### config.mk
export PLATFORM = sky130hd
export DESIGN_NAME = ilir_cell
export DESIGN_NICKNAME = d
export VERILOG_FILES = /design/src/hdl/ilir_pkg.sv /design/src/hdl/ilir_cell.sv
export SDC_FILE = /design/constraint.sdc
export NUM_CORES = 1
export LEC_CHECK = 0
export BUFFER_PORTS_ARGS = -buffer_cell sky130_fd_sc_hd__buf_2
export CORE_UTILIZATION = 39
export DETAILED_ROUTE_END_ITERATION = 8
export PLACE_DENSITY = 0.75
export SYNTH_ARGS = -nofsm -noshare
export SYNTH_HDL_FRONTEND = slang
export SYNTH_SLANG_ARGS = --single-unit
### constraint.sdc
create_clock -name clk_i -period 3.1 [get_ports clk_i]
set_clock_uncertainty 0.1 [all_clocks]
set_input_delay 0.465 -clock clk_i [delete_from_list [all_inputs] [get_ports clk_i]]
set_output_delay 0.465 -clock clk_i [all_outputs]
set_load 0.05 [all_outputs]
### src/hdl/ilir_pkg.sv
`timescale 1ns / 1ps

package ilir_pkg;

  // Default sizing
  localparam int unsigned CAPACITY_DEF  = 256;
  localparam int unsigned WORD_BITS_DEF = 32;

  // Number of taps folded into one first-level read register
  localparam int unsigned READ_GROUP = 16;

  // Fixed field widths of the beats
  localparam int unsigned REQ_W  = 2;
  localparam int unsigned IDX_W  = 8;
  localparam int unsigned DATA_W = 32;
  localparam int unsigned STAT_W = 2;
  localparam int unsigned LEN_W  = 9;

  typedef enum logic [REQ_W-1:0] {
    REQ_GET    = 2'd0,
    REQ_SET    = 2'd1,
    REQ_INSERT = 2'd2,
    REQ_REMOVE = 2'd3
  } req_e;

  typedef enum logic [STAT_W-1:0] {
    STAT_OK    = 2'd0,
    STAT_RANGE = 2'd1,
    STAT_NULL  = 2'd2,
    STAT_FULL  = 2'd3
  } status_e;

  typedef struct packed {
    logic [REQ_W-1:0]  req_type;
    logic [IDX_W-1:0]  index;
    logic [DATA_W-1:0] value;
  } req_t;

  typedef struct packed {
    logic [STAT_W-1:0] status;
    logic [DATA_W-1:0] word;
    logic [LEN_W-1:0]  length;
  } rsp_t;

  // Per-cycle command broadcast to every cell
  typedef struct packed {
    logic cap;  // capture the read tap
    logic rd;   // the addressed cell drives its old word on the tap
    logic ins;  // open a slot at the index, shift upper entries up
    logic rem;  // close the slot at the index, shift upper entries down
    logic wr;   // overwrite the addressed entry
  } cell_ctrl_t;

endpackage

### src/hdl/ilir_cell.sv
`timescale 1ns / 1ps

module ilir_cell #(
  parameter int unsigned WORD_BITS = ilir_pkg::WORD_BITS_DEF,
  parameter int unsigned POS_W     = 8,
  parameter int unsigned POS       = 0
) (
  input  logic                   clk_i,
  input  ilir_pkg::cell_ctrl_t   ctrl_i,
  input  logic [POS_W-1:0]       index_i,
  input  logic [WORD_BITS-1:0]   value_i,
  input  logic [WORD_BITS-1:0]   prev_i,
  input  logic [WORD_BITS-1:0]   next_i,
  output logic [WORD_BITS-1:0]   word_o,
  output logic [WORD_BITS-1:0]   tap_o
);

  localparam logic [POS_W-1:0] MY_POS = POS_W'(POS);

  logic [WORD_BITS-1:0] word_q, word_d;
  logic [WORD_BITS-1:0] tap_q, tap_d;
  logic                 hit, above;

  assign hit   = (index_i == MY_POS);
  assign above = (MY_POS > index_i);

  // Pick the next entry: shift from a neighbor, take the new word, or hold
  always_comb begin
    word_d = word_q;
    if (ctrl_i.ins) begin
      if (above) begin
        word_d = prev_i;
      end else if (hit) begin
        word_d = value_i;
      end
    end else if (ctrl_i.rem) begin
      if (above || hit) begin
        word_d = next_i;
      end
    end else if (ctrl_i.wr && hit) begin
      word_d = value_i;
    end
  end

  // Drive the old word on the tap only from the addressed cell
  assign tap_d = (ctrl_i.rd && hit) ? word_q : '0;

  always_ff @(posedge clk_i) begin
    word_q <= word_d;
    if (ctrl_i.cap) begin
      tap_q <= tap_d;
    end
  end

  assign word_o = word_q;
  assign tap_o  = tap_q;

endmodule

; ---- Yosys cells after proc, flatten, opt, wreduce, memory -nomap -nowiden
; Cells that the tools add are included.
[classes]
magnitude_cmp = 1
eq_ne = 2
n_mux = 6
n_reduce_logical = 6
[op_table]
columns = operator, count
row1 = 32-bit two-way mux, 6
row2 = 1-bit by 8-bit greater-than comparator with 1-bit output (first input constant), 1
row3 = 8-bit logical NOT, 1
row4 = 3-bit by 1-bit inequality test with 1-bit output (second input constant), 2
row5 = 3-bit AND reduction, 1
row6 = 3-bit nonzero test, 1
row7 = 1-bit logical AND, 2
row8 = 1-bit logical OR, 1
[totals]
regBits = 64
inputBits = 110
output_inout_bits = 64
word_cells = 17

; ---- Logic depth before layout (Yosys ltp)
[depth]
ltp_word = 5
ltp_mapped = 4
ltp_nobuf = 2

; ---- Least setup slack after synthesis
; Ideal clock, no wire load.
[synth_timing]
path_kind = input to register
start = in index_i[3]
end = reg word_q[0] (netlist: word_o[0]), enable pin
setup_time_ns = 0.416
arrival_ns = 2.595
required_time_ns = 2.584
slack_ns = -0.010
stages = 4
path_buffers = 2
cell_sequence = or4_4 -> buf_6 -> buf_8 -> nor3_2
[synth_between]
elab_chain_len = 4
elab_cells_between_ends = 8
cone_classes = 1 x order compare / 2 x eq/ne / 5 x reduce/logical
[synth_lines]
columns = item, line
row1 = "start, declared", ilir_cell.sv:10  ; input logic [POS_W-1:0] index_i,
row2 = 1-bit by 8-bit greater-than comparator with 1-bit output / 8-bit logical NOT (equally long branches), "ilir_cell.sv:25, ilir_cell.sv:24"
row3 = 1-bit logical OR / 1-bit logical AND (equally long branches), "ilir_cell.sv:37, ilir_cell.sv:40"
row4 = 3-bit by 1-bit inequality test with 1-bit output (no source line) / 3-bit nonzero test (equally long branches), n/a
row5 = 3-bit AND reduction (no source line) (*), n/a
row6 = "end signal, assigned", ilir_cell.sv:49  ; word_q <= word_d;
row7 = "end, declared", ilir_cell.sv:20  ; logic [WORD_BITS-1:0] word_q, word_d;
; Mark *: on every way between the ends. The rest lies on a longest branch, timed or not.
; A chain may end at the register's enable or synchronous reset.

; ---- Worst setup path after layout
[layout_timing]
start = in index_i[3]
end = reg word_q[12] (netlist: word_o[12]), enable pin
; Same word-level chain as after synthesis.

==> results_tabular.tex <==
\begin{tabular}{lr}
\hline
Metric & Value \\
\hline
\multicolumn{2}{l}{\textbf{Run status}} \\
Status & complete, no violations \\
\multicolumn{2}{l}{\textbf{Route}} \\
Detailed-routing iteration count for the pre-antenna-repair pass & 4 \\
Starting DRC count in detailed routing & 61 \\
Final routed wirelength across all metal layers & 6030 um \\
Routed wire length per instance & 14.3 um \\
Number of nets with antenna violations after detailed routing & 0 \\
Number of vias in the routed layout & 1,971 \\
Number of vias per cell & 4.68 \\
Total DRC errors in the routed layout & 0 \\
\multicolumn{2}{l}{\textbf{Clocking}} \\
TritonCTS buffer count & 9 \\
Buffers inserted during post-CTS setup optimization & 0 \\
\# clock sinks & 64 \\
CTS hold repair buffers & 0 \\
Buffer cell driving the clock tree root & sky130\_fd\_sc\_hd\_\_clkbuf\_8 \\
Worst-Skew Late Latency & 0.33 ns \\
CTS tree & done \\
Total number of H-tree levels & 3 \\
Deepest clock path buffer count & 2 \\
Count of instances resized after the clock tree is built & 0 \\
Clock-pin slew on the worst setup and hold paths & 0.06 ns \\
\multicolumn{2}{l}{\textbf{Floorplanning}} \\
Width of the chip & 88.0 um \\
Core region area & 6980 um2 \\
Die height & 88.0 um \\
Die Area & 7740 um2 \\
I/O Pins & 174 \\
Floorplan row count & 30 \\
Starting utilization of the core area & 41.3\% \\
\multicolumn{2}{l}{\textbf{Hold path}} \\
Hold crit path type & input pin to register \\
\multicolumn{2}{l}{\textbf{Final layout}} \\
Final core area utilization & 54.8\% \\
Nets@finish & 431 \\
Most common cell after layout, fill and taps aside & sky130\_fd\_sc\_hd\_\_buf\_2 \\
Count of fill cells added during filler insertion & 617 \\
Layout-stage area growth over the synthesis result & 32.6\% \\
Commonest cells after routing, fill and taps aside & sky130\_fd\_sc\_hd\_\_buf\_2, sky130\_fd\_sc\_hd\_\_edfxtp\_1, sky130\_fd\_sc\_hd\_\_nand2\_1 \\
Final antenna diode count & 0 \\
Proportion of layout cells with a drive suffix above 1 & 66.8\% \\
\multicolumn{2}{l}{\textbf{Worst setup path}} \\
CP Class & input pin to register \\
CP required & 3.01 ns \\
Critical path arrival & 1.94 ns \\
Capturing element type of the critical path & register \\
Startpoint Class & input pin \\
Top fanout value on the critical path & 33 \\
\multicolumn{2}{l}{\textbf{Timing}} \\
Maximum clock frequency & 0.492 GHz \\
Endpoints failing hold & 0 \\
Pins Over Slew Limit & 0 \\
Unrepaired setup endpoints after global routing & no \\
Period minus WS final & 2.03 ns \\
Slew HR & 51.6\% \\
Number of setup violations in the final report & 0 \\
Worst Max-Slew Pin Slew & 0.726 ns \\
Sum of negative setup slack & 0 ns \\
Crit share post-route & 65.6\% \\
\multicolumn{2}{l}{\textbf{Power}} \\
P per Cell Area & 497 nW/um2 \\
Leak pwr & 1.56 nW \\
Worst ir drop on vdd & 0.227 mV \\
\multicolumn{2}{l}{\textbf{Placement}} \\
Gpl congestion & 0.720 \\
Final HPWL from detailed placement & 4120 um \\
Number of input and output port buffers inserted & 141 \\
\multicolumn{2}{l}{\textbf{Run}} \\
Max-capacitance violation count & 0 \\
\multicolumn{2}{l}{\textbf{Global route}} \\
GR Util All Layers & 16.5\% \\
Largest net degree at the start of global routing & 34 \\
Number of antenna violations at the first check in global routing & 0 \\
Total grt overflow & 0 \\
First-pass GRT wire length & 9180 um \\
Via count of the first global-routing pass & 1,947 \\
\multicolumn{2}{l}{\textbf{Logic synthesis}} \\
Avg Inst Size Synth & 16.0 um2 \\
Post-Synthesis Net Count & 290 \\
Area share of the leading cell type in the synthesized netlist & 66.6\% \\
Mapped cell area & 2880 um2 \\
Yosys Warn Count & 0 \\
Cell types occupying the most area after synthesis & sky130\_fd\_sc\_hd\_\_edfxtp\_1, sky130\_fd\_sc\_hd\_\_mux2\_2, sky130\_fd\_sc\_hd\_\_nor3\_2 \\
Number of standard cells after synthesis & 180 \\
Synth Register Bits & 64 \\
Largest area contributor in the netlist & sky130\_fd\_sc\_hd\_\_edfxtp\_1 \\
Library cells used by synthesis & 15 \\
Share of synthesized area occupied by flip-flops and latches & 66.6\% \\
\hline
\end{tabular}
==> where the power goes <==
group          internal, mW  total, mW  switching, mW  leakage (nW)
clock                 0.442      0.744          0.302         0.101
combinational        0.0757      0.186          0.110         0.827
sequential            0.966      0.969        0.00318         0.631
total                  1.48       1.90          0.415          1.56
==> path summary, 6_finish.rpt <==
path / cells after the start / startpoint / slack (ns) / end
max: 4 / index_i[3] / 1.07 / word_o[12]$_DFFE_PP_
min: 2 / value_i[18] / 0.33 / word_o[18]$_DFFE_PP_
max reg2reg: 2 / word_o[12]$_DFFE_PP_ / 2.16 / tap_o[12]$_SDFFCE_PN0P_
min reg2reg: 2 / word_o[6]$_DFFE_PP_ / 0.51 / tap_o[6]$_SDFFCE_PN0P_
==> per-layer routing <==
| metal | share of wire [%] | GRT usage [%] |
|---|---|---|
| met5 | 0 | 0 |
| met4 | 1.9 | 9.24 |
| met3 | 5.0 | 3.68 |
| met2 | 52 | 29.7 |
| met1 | 41 | 17.9 |
==> flip-flops by register name, indices dropped and copies added (netlist names) <==
register,count
tap_o,32
word_o,32
==> stage by stage <==
| step | cells | cell area, um2 | setup slack, ns | hold WS, ns | power (mW) |
|---|---|---|---|---|---|
| 5_1_grt | 421 | 3820 | 1.02 | 0.319 | 1.97 |
| 3_5_place_dp | 406 | 3620 | 0.725 | 0.497 | 1.18 |
| 3_3_place_gp | 406 | 3620 | 0.757 | 0.485 | 1.17 |
| 2_1_floorplan | 180 | 2890 | 0.472 | 0.477 | 1.10 |
| 4_1_cts | 421 | 3820 | 1.08 | 0.313 | 1.92 |
| 6_report | 421 | 3820 | 1.07 | 0.328 | 1.90 |
==> logic make-up after synthesis <==
group         Yosys count  share of synthesized area [%]
simple gates           69                           16.4
flops                  64                           66.6
mux                    32                           12.5
buf+inv                15                           4.51
==> layout make-up <==
class,instances,area [um2],share of cell area [%]
Sequential cell,64,1920,50.2
Multi-Input combinational cell,101,847,22.1
Timing Repair Buffer,145,736,19.2
Clock buffer,10,128,3.34
Tap cell,96,120,3.14
Clock inverter,5,72.6,1.90
==> critical path, stage by stage <==
cell and delay [ns]:
sky130_fd_sc_hd__buf_2 0.10, sky130_fd_sc_hd__or4_4 0.81, sky130_fd_sc_hd__nor3_4 0.27, sky130_fd_sc_hd__buf_4 0.29
==> synth_stat cells <==
| cell | instances |
|---|---|
| sky130_fd_sc_hd__nor3_1 | 4 |
| sky130_fd_sc_hd__or4_1 | 1 |
| sky130_fd_sc_hd__edfxtp_1 | 64 |
| sky130_fd_sc_hd__clkbuf_1 | 4 |
| sky130_fd_sc_hd__mux2_1 | 5 |
| sky130_fd_sc_hd__buf_2 | 4 |
| sky130_fd_sc_hd__nor2b_1 | 1 |
| sky130_fd_sc_hd__nand2_1 | 32 |
| sky130_fd_sc_hd__or4_4 | 1 |
| sky130_fd_sc_hd__nor3_4 | 1 |
| sky130_fd_sc_hd__mux2_2 | 27 |
| sky130_fd_sc_hd__buf_6 | 4 |
| sky130_fd_sc_hd__buf_12 | 1 |
| sky130_fd_sc_hd__nor3_2 | 29 |
| sky130_fd_sc_hd__buf_8 | 2 |
(Power assumes the default switching activity.)
